`config.mk`:
```
export PLATFORM = sky130hd
export DESIGN_NAME = branch_single_step_flat
export DESIGN_NICKNAME = d
export VERILOG_FILES = /design/src/sv/bss_pkg.sv /design/src/sv/bss_req_if.sv /design/src/sv/bss_rsp_if.sv /design/src/sv/bss_exec.sv /design/src/sv/branch_single_step.sv /design/src/flat_wrapper.sv
export SDC_FILE = /design/constraint.sdc
export NUM_CORES = 1
export LEC_CHECK = 0
export ABC_CLOCK_PERIOD_IN_PS = 5800
export BUFFER_PORTS_ARGS = -buffer_cell sky130_fd_sc_hd__buf_2
export CAP_MARGIN = 30
export CORE_ASPECT_RATIO = 1.25
export CORE_MARGIN = 5
export CORE_UTILIZATION = 25
export CTS_CLUSTER_SIZE = 14
export DETAILED_ROUTE_END_ITERATION = 8
export SYNTH_ARGS = -nofsm -noshare
export SYNTH_HDL_FRONTEND = slang
export SYNTH_HIERARCHICAL = 1
export SYNTH_SLANG_ARGS = --single-unit
```
`constraint.sdc`:
```
create_clock -name clk -period 5.8 [get_ports clk]
set_input_delay 0 -clock clk [delete_from_list [all_inputs] [get_ports clk]]
set_output_delay 0 -clock clk [all_outputs]
set_load 0.01 [all_outputs]
```
`src/sv/bss_pkg.sv`:
```
package bss_pkg;

	localparam logic [5:0] OPC_B  = 6'd18;
	localparam logic [5:0] OPC_BC = 6'd16;
	localparam logic [5:0] OPC_XL = 6'd19;

	localparam logic [9:0] XO_BCLR  = 10'd16;
	localparam logic [9:0] XO_BCCTR = 10'd528;

	localparam logic [31:0] PC_STEP = 32'd4;

	typedef struct packed {
		logic [31:0] instr_word;
		logic [31:0] pc_value;
		logic [31:0] link_value;
		logic [31:0] count_value;
		logic [31:0] cond_value;
	} req_item_t;

	typedef struct packed {
		logic [31:0] next_pc;
		logic [31:0] next_link;
		logic [31:0] next_count;
		logic        taken;
		logic        not_branch;
	} rsp_item_t;

endpackage

```
`src/sv/bss_req_if.sv`:
```
interface bss_req_if;
	logic        valid;
	logic        ready;
	logic [31:0] instr_word;
	logic [31:0] pc_value;
	logic [31:0] link_value;
	logic [31:0] count_value;
	logic [31:0] cond_value;

	modport source (
		output valid, instr_word, pc_value, link_value, count_value, cond_value,
		input  ready
	);
	modport sink (
		input  valid, instr_word, pc_value, link_value, count_value, cond_value,
		output ready
	);
endinterface

```
`src/sv/bss_rsp_if.sv`:
```
interface bss_rsp_if;
	logic        valid;
	logic        ready;
	logic [31:0] next_pc;
	logic [31:0] next_link;
	logic [31:0] next_count;
	logic        taken;
	logic        not_branch;

	modport source (
		output valid, next_pc, next_link, next_count, taken, not_branch,
		input  ready
	);
	modport sink (
		input  valid, next_pc, next_link, next_count, taken, not_branch,
		output ready
	);
endinterface

```
`src/sv/bss_exec.sv`:
```
module bss_exec (
	input  bss_pkg::req_item_t item,
	output bss_pkg::rsp_item_t result
);

	logic [5:0]  opc;
	logic [9:0]  xo;
	logic [4:0]  bo;
	logic [4:0]  bi;
	logic        aa;
	logic        lk;
	logic        is_b;
	logic        is_bc;
	logic        is_bclr;
	logic        is_bcctr;
	logic        use_ctr;
	logic [31:0] li;
	logic [31:0] bd;
	logic [31:0] offset;
	logic [31:0] rel_tgt;
	logic [31:0] pc4;
	logic [31:0] tgt;
	logic [31:0] new_ctr;
	logic [31:0] new_link;
	logic        ctr_ok;
	logic        cr_bit;
	logic        cond_ok;
	logic        go;

	assign opc = item.instr_word[31:26];
	assign xo  = item.instr_word[10:1];
	assign bo  = item.instr_word[25:21];
	assign bi  = item.instr_word[20:16];
	assign aa  = item.instr_word[1];
	assign lk  = item.instr_word[0];

	assign is_b     = (opc == bss_pkg::OPC_B);
	assign is_bc    = (opc == bss_pkg::OPC_BC);
	assign is_bclr  = (opc == bss_pkg::OPC_XL) && (xo == bss_pkg::XO_BCLR);
	assign is_bcctr = (opc == bss_pkg::OPC_XL) && (xo == bss_pkg::XO_BCCTR);
	assign use_ctr  = is_bc || is_bclr;

	assign li = {{6{item.instr_word[25]}}, item.instr_word[25:2], 2'b00};
	assign bd = {{16{item.instr_word[15]}}, item.instr_word[15:2], 2'b00};

	// one adder serves both relative forms
	assign offset  = is_b ? li : bd;
	assign rel_tgt = item.pc_value + offset;
	assign pc4     = item.pc_value + bss_pkg::PC_STEP;

	always_comb begin
		priority if (is_bclr) begin
			tgt = item.link_value;
		end else if (is_bcctr) begin
			tgt = item.count_value;
		end else if (aa) begin
			tgt = offset;
		end else begin
			tgt = rel_tgt;
		end
	end

	// bo bit 4 is ibm bo0, bit 1 is ibm bo3
	assign new_ctr  = (use_ctr && !bo[2]) ? (item.count_value - 32'd1) : item.count_value;
	assign ctr_ok   = !use_ctr || bo[2] || ((new_ctr != 32'd0) != bo[1]);
	assign cr_bit   = item.cond_value[~bi];
	assign cond_ok  = bo[4] || (cr_bit == bo[3]);
	assign new_link = lk ? pc4 : item.link_value;
	assign go       = is_b || (ctr_ok && cond_ok);

	always_comb begin
		if (is_b || is_bc || is_bclr || is_bcctr) begin
			result.next_pc    = go ? tgt : pc4;
			result.next_link  = new_link;
			result.next_count = new_ctr;
			result.taken      = go;
			result.not_branch = 1'b0;
		end else begin
			result.next_pc    = item.pc_value;
			result.next_link  = item.link_value;
			result.next_count = item.count_value;
			result.taken      = 1'b0;
			result.not_branch = 1'b1;
		end
	end

endmodule

```
`src/sv/branch_single_step.sv`:
```
// branch_single_step: executes one branch instruction per beat.
// req channel: instruction word plus pc, link, count and condition
// registers; rsp channel: next pc, link and count plus taken and
// not_branch flags. one result beat for every request beat, in order.
// a request once accepted lands in the input register; its result is
// loaded into the output register when that register can advance and
// is visible from then on. throughput: one instruction per cycle while
// rsp.ready holds, set by the single decode and add path between
// the input and output registers.
// a stalled rsp holds its beat; the input register still takes one more
// request, after which req.ready drops until rsp.ready returns.
// reset (arst_n low) empties both registers at once; no beat is lost
// or repeated afterwards, and req.ready is high right after reset.
module branch_single_step (
	input  logic       clk,
	input  logic       arst_n,
	bss_req_if.sink    req,
	bss_rsp_if.source  rsp
);

	bss_pkg::req_item_t item_s1;
	bss_pkg::rsp_item_t exec_res;
	bss_pkg::rsp_item_t item_s2;
	logic               valid_s1;
	logic               valid_s2;
	logic               adv_s2;
	logic               load_s1;

	assign adv_s2    = !valid_s2 || rsp.ready;
	assign req.ready = !valid_s1 || adv_s2;
	assign load_s1   = req.valid && req.ready;

	always_ff @(posedge clk or negedge arst_n) begin
		if (!arst_n) begin
			valid_s1 <= 1'b0;
			valid_s2 <= 1'b0;
		end else begin
			if (req.ready) begin
				valid_s1 <= req.valid;
			end
			if (adv_s2) begin
				valid_s2 <= valid_s1;
			end
		end
	end

	always_ff @(posedge clk) begin
		if (load_s1) begin
			item_s1.instr_word  <= req.instr_word;
			item_s1.pc_value    <= req.pc_value;
			item_s1.link_value  <= req.link_value;
			item_s1.count_value <= req.count_value;
			item_s1.cond_value  <= req.cond_value;
		end
		if (adv_s2 && valid_s1) begin
			item_s2 <= exec_res;
		end
	end

	bss_exec u_exec (
		.item   (item_s1),
		.result (exec_res)
	);

	assign rsp.valid      = valid_s2;
	assign rsp.next_pc    = item_s2.next_pc;
	assign rsp.next_link  = item_s2.next_link;
	assign rsp.next_count = item_s2.next_count;
	assign rsp.taken      = item_s2.taken;
	assign rsp.not_branch = item_s2.not_branch;

endmodule

```
`src/flat_wrapper.sv`:
```
// flat-port wrapper written by rule: the top's interface ports become plain ports
module branch_single_step_flat 
  (clk, arst_n, req_valid, req_instr_word, req_pc_value, req_link_value, req_count_value, req_cond_value, req_ready, rsp_valid, rsp_next_pc, rsp_next_link, rsp_next_count, rsp_taken, rsp_not_branch, rsp_ready);
  bss_req_if req_i ();
  bss_rsp_if rsp_i ();
  input  logic clk;
  input  logic arst_n;
  input wire logic [$bits(req_i.valid)-1:0] req_valid;
  input wire logic [$bits(req_i.instr_word)-1:0] req_instr_word;
  input wire logic [$bits(req_i.pc_value)-1:0] req_pc_value;
  input wire logic [$bits(req_i.link_value)-1:0] req_link_value;
  input wire logic [$bits(req_i.count_value)-1:0] req_count_value;
  input wire logic [$bits(req_i.cond_value)-1:0] req_cond_value;
  output wire logic [$bits(req_i.ready)-1:0] req_ready;
  output wire logic [$bits(rsp_i.valid)-1:0] rsp_valid;
  output wire logic [$bits(rsp_i.next_pc)-1:0] rsp_next_pc;
  output wire logic [$bits(rsp_i.next_link)-1:0] rsp_next_link;
  output wire logic [$bits(rsp_i.next_count)-1:0] rsp_next_count;
  output wire logic [$bits(rsp_i.taken)-1:0] rsp_taken;
  output wire logic [$bits(rsp_i.not_branch)-1:0] rsp_not_branch;
  input wire logic [$bits(rsp_i.ready)-1:0] rsp_ready;
  assign req_i.valid = req_valid;
  assign req_i.instr_word = req_instr_word;
  assign req_i.pc_value = req_pc_value;
  assign req_i.link_value = req_link_value;
  assign req_i.count_value = req_count_value;
  assign req_i.cond_value = req_cond_value;
  assign req_ready = req_i.ready;
  assign rsp_valid = rsp_i.valid;
  assign rsp_next_pc = rsp_i.next_pc;
  assign rsp_next_link = rsp_i.next_link;
  assign rsp_next_count = rsp_i.next_count;
  assign rsp_taken = rsp_i.taken;
  assign rsp_not_branch = rsp_i.not_branch;
  assign rsp_i.ready = rsp_ready;
  branch_single_step u_core (.clk(clk), .arst_n(arst_n), .req(req_i), .rsp(rsp_i));
endmodule
```
==> metrics.md, run 1 <==
| Metric | Value |
|---|---|
| Status | completed |
| Vias/cell | roughly 4.8 |
| 1st-iter DRT viols | between 600 and 700 |
| CTS-repair resized insts | 0 |
| Core Area | 53,490 sq um |
| Synthesized area | between 10,000 and 15,000 sq um |
| Hold Slack | roughly 0.12 ns |
| Fillers | 5,303 |
| CP Data Required Time | 6.24 ns |
| Switching part of the total power | a little over a quarter |
| Die outline height | ~270 microns |
| Min-Delay Path Class | in -> reg |
| Leakage | around 0.0069 uW |
| Mapped Cells | approximately 1,100 |
| Routed WL | around 48 mm |
| Initial antenna violation count | 0 |
| Leading area contributor after synthesis | edfxtp_1 |
| Synth Flop Type | edfxtp_1 |
| IO Pins | between 200 and 300 |
| Comb pwr share | around 15% |
| Max Fanout on Critical Path | 12 |
| Part of the power in registers | 46.4% |
| CTS root buf | clkbuf_16 |
| Worst-Margin Slew | approximately 1 ns |
| Die extent in x | about 220 microns |
| Post-layout min period | just over 5 ns |
| Global-route wire length before repair | 69.02 mm |
| Total negative slack | 0 ns |
| Clock network power share | between 30% and 40% |
| Ant. Diodes | 0 |
| Grt ovf | 0 |
| Routed via count | approximately 11,000 |
| Dpl hpwl | about 35 mm |
| Final Hold Fails | 0 |
| Psw | roughly 1400 uW |
| Worst endpoint data arrival time | ~5.5 ns |
| Register area | between 7000 and 8000 sq um |
| Synth warn | 6 |
| Initial core utilization | about a quarter |
| Worst Setup Start Kind | register |
| Area growth from synthesis to layout | 34.96% |
| Final core utilization | roughly a third |
| # H-tree levels | 1 |
| #FFs+latches synth | 260 |
| CP Capture Type | register |
| Antenna-violating nets left | 0 |
| Global Route Usage Sum | 15.49% |
| Top cells by area, synth | edfxtp_1 58%, xnor2_1 3.1%, mux2i_1 3.0% |
| GPL Wtd Cong | about 0.9 |
| Clock slew at reported path FFs | approximately 0.07 ns |
| Mean Syn Cell Area | 12.12 sq um |
| Register area share after synthesis | between 50% and 60% |
| Pre-CTS WS | between 0.8 and 0.9 ns |
| TritonRoute pass-1 iters | 7 |
| Layout net count | roughly 1,700 |
| Internal power | ~3700 uW |
| Wire length per cell after detailed routing | approximately 21 microns |
| Slew Limit Headroom | 33.08% |
| Skew-Pair Late Insertion Delay | between 0.5 and 0.6 ns |
| DRC | 0 |
| Final Max Slew Viols | 0 |
| Total die area | 58,420 sq um |
| IR drop worst, VDD | ~240 uV |
| EDFF count, synth | 258 |
| Highest clock rate | between 150 and 200 MHz |
| Largest net degree at the start of global routing | 96 |
| CTS sink cnt | 260 |
| Tcrit/Tclk final | approximately 87% |
| Max Cap Viol | 0 |
| I/O Buffers | around 260 |
| Inserted Clock Buffers | 29 |
| Pwr dens | between 200 and 300 nW/um^2 |
| Share of the synthesized area in the top cell type | around 58% |
| CTS tree | done |
| Endpoints failing setup | 0 |
| RSZ-0062 raised after global routing | false |
| FFs w/ async S/R, synth | less than 1% |
| Std-Cell Rows | 95 |
| Multi-input logic area | about 5200 sq um |
| CTS Buffer Depth | 3 |
| Final WS setup | ~0.75 ns |
| Synth cell types | 76 |
| Vias in the first global route | ~11,000 |
| Crit Path Class | reg -> reg |
| Share of cells above drive strength 1 | between 20% and 30% |
| Final Skew | between 0.02 and 0.025 ns |
| Synthesized Nets | around 1,300 |
==> sequential cells by signal, summed over array words and instances, names as in the netlist <==
register and flops:
u_core/rsp.not_branch 1, u_core/rsp.valid 1, u_core/rsp.next_link 32, u_core/item_s1 160
u_core/rsp.next_pc 32, u_core/valid_s1 1, u_core/rsp.next_count 32, u_core/rsp.taken 1
==> cell usage after synthesis (13+ instances only) <==
library cell	number
a21o_1	20
a211oi_1	19
nor4_1	15
clkbuf_1	35
ha_1	31
nor2_1	70
nor3_1	23
o22a_1	13
mux2i_1	40
a21oi_1	74
o21ai_0	64
nand2_1	83
edfxtp_1	258
nand3_1	26
xnor2_1	47
xor2_1	33
inv_1	42
==> metal layers <==
metal | vias up | track usage [%] | share of wire (%)
li1 | 5061 | - | -
met1 | 5167 | 19.72 | 42
met2 | 414 | 26.31 | 48
met3 | 91 | 2.807 | 6.0
met4 | 0 | 6.082 | 3.9
met5 | - | 0 | 0
==> worst paths after layout <==
kind                       slack, ns  cells past startpoint                                 end                     startpoint
setup / recovery                0.75                     17    u_core/rsp.next_pc[31]$_DFFE_PP_  u_core/item_s1[159]$_DFFE_PP_
hold / removal                  0.12                      2        u_core/item_s1[72]$_DFFE_PP_              req_link_value[8]
setup reg to reg                0.75                     17    u_core/rsp.next_pc[31]$_DFFE_PP_  u_core/item_s1[159]$_DFFE_PP_
hold reg to reg                 0.57                      2  u_core/rsp.next_link[31]$_DFFE_PP_   u_core/item_s1[95]$_DFFE_PP_
max in group asynchronous       5.38                      3         u_core/valid_s1$_DFFE_PN0P_                         arst_n
min in group asynchronous       0.28                      3        u_core/rsp.valid$_DFFE_PN0P_                         arst_n
==> power groups by stage <==
stage / registers, uW / logic [uW] / clock network [uW]
floorplan: 2360 / 422 / 0
global placement: 2390 / 679 / 0
detailed placement: 2390 / 686 / 0
CTS: 2350 / 775 / 1990
global route: 2360 / 846 / 2050
finish: 2350 / 778 / 1930
==> critical path: stages (launching register included) <==
cell,delay (ns)
edfxtp_1,0.39
or4b_1,0.64
nor2_1,0.11
and2_1,0.47
nor2b_1,0.29
a21o_1,0.25
ha_1,0.37
and4_1,0.28
nand3_1,0.09
a21oi_1,0.12
o21ai_0,0.13
a31oi_1,0.36
and3_1,0.34
a221oi_1,0.17
o21ai_0,0.27
mux2i_1,0.11
or4_1,0.42
nand4_1,0.11
==> final cells by class <==
type | count | share of cell area [%]
Inverter | 44 | 0.9123
Sequential cell | 260 | 43.07
Multi-Input combinational cell | 750 | 28.79
Clock buffer | 32 | 4.071
Tap cell | 679 | 4.693
Timing Repair Buffer | 441 | 17.14
Clock inverter | 18 | 1.320
==> metrics by stage <==
stage | cell area (sq um) | std cells | total power, uW
after CTS | 18100 | 2224 | 5120
after global placement | 15460 | 2008 | 3071
after floorplan | 13410 | 1107 | 2782
final | 18100 | 2224 | 5064
after global routing | 18100 | 2224 | 5265
after detailed placement | 15480 | 2009 | 3079
==> what timing repair did <==
action                                 in CTS  in global routing
hold buffers                              165                  0
endpoints found under the hold margin     164                  0
setup buffers                               0                  0
==> logic make-up after synthesis <==
logic type	synth area share, %
flip-flops	58.13
XOR/XNOR	5.223
AND/OR/NAND/NOR	11.71
multiplexers	5.671
AO/OA/AOI/OAI	13.10
adder cells (fa/ha/maj)	3.041
buffers and inverters	3.134
==> cell usage in the layout, fill, tap and decap left out, types with 9 or more instances in the layout <==
master	n
a211oi_1	19
nand3_1	26
nand4_1	9
o21ai_0	64
buf_2	263
mux2i_1	40
nor3_1	23
o22a_1	13
nor2_1	70
dlygate4sd3_1	165
nor4_1	15
mux4_2	10
a21o_1	20
a21oi_1	74
clkbuf_16	29
nand2_1	82
and3_1	12
buf_4	10
mux2_2	12
inv_1	42
a31oi_1	11
xor2_1	33
ha_1	31
edfxtp_1	258
o22ai_1	12
xnor2_1	47
(Power assumes the default switching activity.)
==> run 2, diff against run 1 <==
--- a/config.mk
+++ b/config.mk
@@ -13,6 +13,7 @@
 export CORE_UTILIZATION = 25
 export CTS_CLUSTER_SIZE = 14
 export DETAILED_ROUTE_END_ITERATION = 8
+export REMOVE_ABC_BUFFERS = 1
 export SYNTH_ARGS = -nofsm -noshare
 export SYNTH_HDL_FRONTEND = slang
 export SYNTH_HIERARCHICAL = 1
==> metrics.md, run 2 (synthesis gave the netlist of run 1 again) <==
| Metric | Value |
|---|---|
| Largest Register | u_core/item_s1 |
| Die outline height | 269.0 microns |
| Routed WL | 47.67 mm |
| Inserted Clock Buffers | 29 |
| Vias/cell | between 4 and 5 |
| Worst Setup Start Kind | register |
| Global-route wire length before repair | 69.17 mm |
| Final WS setup | 0.5609 ns |
| Area growth from synthesis to layout | 34.60% |
| Final core utilization | approximately 34% |
| Crit Path Class | reg -> reg |
| I/O Buffers | between 200 and 300 |
| # H-tree levels | 1 |
| IR drop worst, VDD | about 210 uV |
| CP Data Required Time | roughly 6.2 ns |
| Grt ovf | 0 |
| Reg2reg setup slack | 0.56 ns |
| Worst-Margin Slew | 0.9413 ns |
| Largest register FFs | 160 |
| Endpoints failing setup | 0 |
| Global Route Usage Sum | between 15 and 20% |
| CTS-repair resized insts | 0 |
| Layout net count | 1,724 |
| Slew Limit Headroom | between 30% and 40% |
| Core Area | between 50,000 and 60,000 sq um |
| RSZ-0062 raised after global routing | false |
| Fillers | 5,272 |
| Hold Slack | between 0.1 and 0.15 ns |
| Clock slew at reported path FFs | roughly 0.07 ns |
| Tcrit/Tclk final | 90.33% |
| Pre-CTS WS | about 0.6 ns |
| DP Cell Count | 2,011 |
| Final Max Slew Viols | 0 |
| TritonRoute pass-1 iters | 5 |
| Most frequent cells in the layout | 263 x buf_2, 258 x edfxtp_1, 165 x dlygate4sd3_1 |
| Multi-input logic area | 5213 sq um |
| CP Capture Type | register |
| Wire length per cell after detailed routing | roughly 21 microns |
| Post-layout min period | ~5.2 ns |
| Routed via count | between 10,000 and 15,000 |
| 1st-iter DRT viols | about 850 |
| Leakage | 0.006899 uW |
| Post-Layout Cell Count | 2,229 |
| CTS Buffer Depth | 3 |
| CTS root buf | clkbuf_16 |
| Highest clock rate | between 150 and 200 MHz |
| Std-Cell Rows | 95 |
| GPL Wtd Cong | 0.9054 |
| Most common cell after layout, fill and taps aside | buf_2 |
| Worst endpoint data arrival time | 5.68 ns |
| Total die area | between 50,000 and 60,000 sq um |
| CTS tree | done |
| CTS sink cnt | 260 |
| Register area | 7797 sq um |
| Final Hold Fails | 0 |
| Max Cap Viol | 0 |
| Initial core utilization | about a quarter |
| Power, Total | ~5000 uW |
| IO Pins | around 260 |
| DRC | 0 |
| Share of cells above drive strength 1 | roughly a quarter |
| Status | completed |
| Postcts setup bufs | 0 |
| Die extent in x | ~220 microns |
| Max Fanout on Critical Path | 12 |
| Skew-Pair Late Insertion Delay | about 0.57 ns |
| Final Skew | between 0.02 and 0.03 ns |
| Largest net degree at the start of global routing | 71 |
| Pwr dens | about 280 nW/um^2 |
| Antenna-violating nets left | 0 |
| Initial antenna violation count | 2 |
| Min-Delay Path Class | in -> reg |
| Dpl hpwl | between 30 and 40 mm |
| Vias in the first global route | ~11,000 |
==> run 2: cell types whose count changed in the layout (fill, tap and decap cells not counted), moves of 3 or more <==
cell | previous run | this run
clkinv_2 | 3 | 6
buf_12 | 3 | 0
buf_4 | 10 | 15
clkinv_1 | 2 | 5
==> run 2: worst max-delay path, stage by stage, from the launching register on <==
cell and delay (ns):
edfxtp_1 0.38, or4b_1 0.65, nor2_1 0.12, and2_1 0.52, nor2b_1 0.34, a21o_1 0.26, ha_1 0.34, and4_1 0.26
nand3_1 0.10, a21oi_1 0.04, o21ai_0 0.14, a31oi_1 0.20, and3_1 0.29, a221oi_1 0.53, o21ai_0 0.27, mux2i_1 0.16
or4_1 0.41, nand4_1 0.10
==> run 2: stage by stage <==
stage	cell area, sq um	setup TNS (ns)
5_1_grt	18050	0
4_1_cts	18050	0
6_report	18050	0
3_5_place_dp	15450	0
2_1_floorplan	13160	-1.099
3_3_place_gp	15450	0
==> run 2: per-layer routing <==
| layer | track usage, % | part of all wire, % |
|---|---|---|
| met5 | 0 | 0 |
| met4 | 5.963 | 3.7 |
| met3 | 2.493 | 6.0 |
| met2 | 28.29 | 51 |
| met1 | 18.77 | 39 |
==> run 2: path summary, 6_finish.rpt <==
kind / startpoint / end / depth (start not counted)
setup / recovery: u_core/item_s1[159]$_DFFE_PP_ / u_core/rsp.next_pc[31]$_DFFE_PP_ / 17
hold / removal: req_cond_value[0] / u_core/item_s1[0]$_DFFE_PP_ / 2
setup reg to reg: u_core/item_s1[159]$_DFFE_PP_ / u_core/rsp.next_pc[31]$_DFFE_PP_ / 17
hold reg to reg: u_core/item_s1[77]$_DFFE_PP_ / u_core/rsp.next_link[13]$_DFFE_PP_ / 2
max in group asynchronous: arst_n / u_core/rsp.valid$_DFFE_PN0P_ / 3
min in group asynchronous: arst_n / u_core/valid_s1$_DFFE_PN0P_ / 3
==> run 2: power by group <==
part / switching, uW / internal, uW / total, uW
Clock: 768 / 1090 / 1860
Sequential: 124 / 2230 / 2360
Combinational: 415 / 353 / 768
==> run 2: area by class of cell <==
cell class / count / area share (%)
inverters: 44 / 0.9148
multi-input cells: 750 / 28.87
well taps: 679 / 4.705
repair buffers: 443 / 17.06
clock inverters: 19 / 1.150
clock buffers: 32 / 4.082
flip-flops and latches: 260 / 43.19
diodes: 2 / 0.02772
==> run 2: what timing repair did <==
action / CTS / global route
endpoints found under the hold margin: 164 / 0
hold buffers: 165 / 0
endpoints found under the setup margin: 0 / 0
==> run 3, diff against run 2 <==
--- a/config.mk
+++ b/config.mk
@@ -6,13 +6,13 @@
 export NUM_CORES = 1
 export LEC_CHECK = 0
 export ABC_CLOCK_PERIOD_IN_PS = 5800
-export BUFFER_PORTS_ARGS = -buffer_cell sky130_fd_sc_hd__buf_2
 export CAP_MARGIN = 30
 export CORE_ASPECT_RATIO = 1.25
 export CORE_MARGIN = 5
 export CORE_UTILIZATION = 25
 export CTS_CLUSTER_SIZE = 14
 export DETAILED_ROUTE_END_ITERATION = 8
+export DONT_BUFFER_PORTS = 1
 export REMOVE_ABC_BUFFERS = 1
 export SYNTH_ARGS = -nofsm -noshare
 export SYNTH_HDL_FRONTEND = slang
==> metrics.md, run 3 (synthesis gave the netlist of run 1 again) <==
| Metric | Value |
|---|---|
| # H-tree levels | 1 |
| Largest register FFs | 160 |
| Inserted Clock Buffers | 30 |
| Worst Setup Start Kind | register |
| CTS root buf | clkbuf_16 |
| Grt ovf | 0 |
| Layout net count | about 1,500 |
| CTS Buffer Depth | 3 |
| Routed WL | approximately 45 mm |
| IO Pins | ~260 |
| Max Cap Viol | 0 |
| Placed Area | roughly 14,000 sq um |
| Dpl hpwl | between 30 and 40 mm |
| Fillers | approximately 5,300 |
| Reg2reg setup slack | approximately 0.77 ns |
| CTS-repair resized insts | 0 |
| RSZ-0062 raised after global routing | false |
| Final Hold Fails | 0 |
| IR drop worst, VDD | roughly 230 uV |
| Pwr dens | 294.5 nW/um^2 |
| Clock slew at reported path FFs | ~0.07 ns |
| CTS sink cnt | 260 |
| Min-Delay Path Class | in -> reg |
| Global-route wire length before repair | roughly 64 mm |
| CTS tree | done |
| Final Skew | 0.01615 ns |
| Initial antenna violation count | 7 |
| Hold-fix buffers at CTS | 165 |
| Final instance area | 16,830 sq um |
| Worst-Margin Slew | 0.9462 ns |
| Antenna-violating nets left | 0 |
| CP endpoint | u_core/rsp.next_pc[31]$_DFFE_PP_ |
| Share of cells above drive strength 1 | 8.675% |
| Final core utilization | about a third |
| Most common cell after layout, fill and taps aside | edfxtp_1 |
| TritonRoute pass-1 iters | 5 |
| GPL Wtd Cong | 0.8871 |
| DRC | 0 |
| Global Route Usage Sum | 14.60% |
| Leakage | between 0.005 and 0.006 uW |
| Slew Limit Headroom | 36.92% |
| Crit Path Class | reg -> reg |
| Post-layout min period | around 5.0 ns |
| Tcrit/Tclk final | between 80% and 90% |
| Postcts setup bufs | 0 |
| Initial core utilization | about a quarter |
| Skew-Pair Late Insertion Delay | about 0.58 ns |
| Most frequent cells in the layout | 258 x edfxtp_1, 165 x dlygate4sd3_1, 82 x nand2_1 |
| Die extent in x | roughly 220 microns |
| Largest net degree at the start of global routing | 72 |
| Wire length per cell after detailed routing | between 20 and 25 microns |
| Highest clock rate | about 200 MHz |
| Total die area | between 50,000 and 60,000 sq um |
| Worst endpoint data arrival time | approximately 5.5 ns |
| Area growth from synthesis to layout | 25.47% |
| CP Data Required Time | between 6 and 7 ns |
| Vias/cell | 4.958 |
| Endpoints failing setup | 0 |
| Status | completed |
| Routed via count | slightly below 10,000 |
| 1st-iter DRT viols | roughly 700 |
| Vias in the first global route | 9,751 |
| Die outline height | between 200 and 300 microns |
| CP Capture Type | register |
| RR Endpoint | u_core/rsp.next_pc[31]$_DFFE_PP_ |
| Max Fanout on Critical Path | 12 |
| I/O Buffers | 0 |
| Final Max Slew Viols | 0 |
| Largest Register | u_core/item_s1 |
| Core Area | approximately 53,000 sq um |
| CP startpoint | u_core/item_s1[159]$_DFFE_PP_ |
| Std-Cell Rows | between 90 and 100 |
| Power, Total | ~5000 uW |
| Worst reg2reg path depth | 17 |
| Total negative slack | 0 ns |
| Reg-to-reg critical path startpoint | u_core/item_s1[159]$_DFFE_PP_ |
[run 3: routing by layer]
layer	vias to the layer above	wire length [microns]	part of all wire (%)	global-route usage [%]
met5	-	21	0.047	0
met4	4	1718	3.8	5.604
met3	87	3111	6.9	3.481
met2	372	22520	50	25.97
met1	4785	17790	39	17.11
li1	4545	-	-	-
[run 3: power by group]
group          total, uW  internal, uW  switching (uW)  leakage (uW)
Clock               1940          1120             817      0.000487
Combinational        634           287             347       0.00292
Sequential          2390          2240             152       0.00250
[run 3: worst min path at each step]
stage,startpoint,end,slack [ns],depth (start not counted)
2_1_floorplan,arst_n,u_core/rsp.valid$_DFFE_PN0P_,-0.30,0
5_1_grt,req_pc_value[10],u_core/item_s1[106]$_DFFE_PP_,0.02,1
3_3_place_gp,arst_n,u_core/rsp.valid$_DFFE_PN0P_,-0.30,0
6_report,req_cond_value[29],u_core/item_s1[29]$_DFFE_PP_,0.04,1
4_1_cts,req_cond_value[9],u_core/item_s1[9]$_DFFE_PP_,0.003,1
3_5_place_dp,arst_n,u_core/rsp.valid$_DFFE_PN0P_,-0.30,0
[run 3: metrics by stage]
| step | hold WS, ns | cells | worst slack (ns) |
|---|---|---|---|
| floorplan | -0.2956 | 1054 | -0.1981 |
| global placement | -0.2955 | 1750 | 0.9357 |
| detailed placement | -0.2955 | 1750 | 0.8049 |
| CTS | 0.003386 | 1970 | 0.7847 |
| global route | 0.02177 | 1975 | 0.2764 |
| finish | 0.04494 | 1975 | 0.7653 |
[run 3: layout make-up]
class                           count  area, sq um  share of cell area [%]
Inverter                           44        165.2                  0.9813
Clock buffer                       34        787.0                   4.676
Sequential cell                   260         7797                   46.33
Tap cell                          679        849.6                   5.048
Multi-Input combinational cell    750         5213                   30.97
Antenna cell                        5        12.51                 0.07434
Timing Repair Buffer              182         1792                   10.65
Clock inverter                     21        215.2                   1.279
[run 3: critical path: stages, from the launching register on]
cell and delay [ns]:
edfxtp_1 0.38, or4b_1 0.64, nor2_1 0.12, and2_1 0.52, nor2b_1 0.34, a21o_1 0.26, ha_1 0.34, and4_1 0.25
nand3_1 0.10, a21oi_1 0.04, o21ai_0 0.12, a31oi_1 0.18, and3_1 0.28, a221oi_1 0.48, o21ai_0 0.22, mux2i_1 0.15
or4_1 0.40, nand4_1 0.10
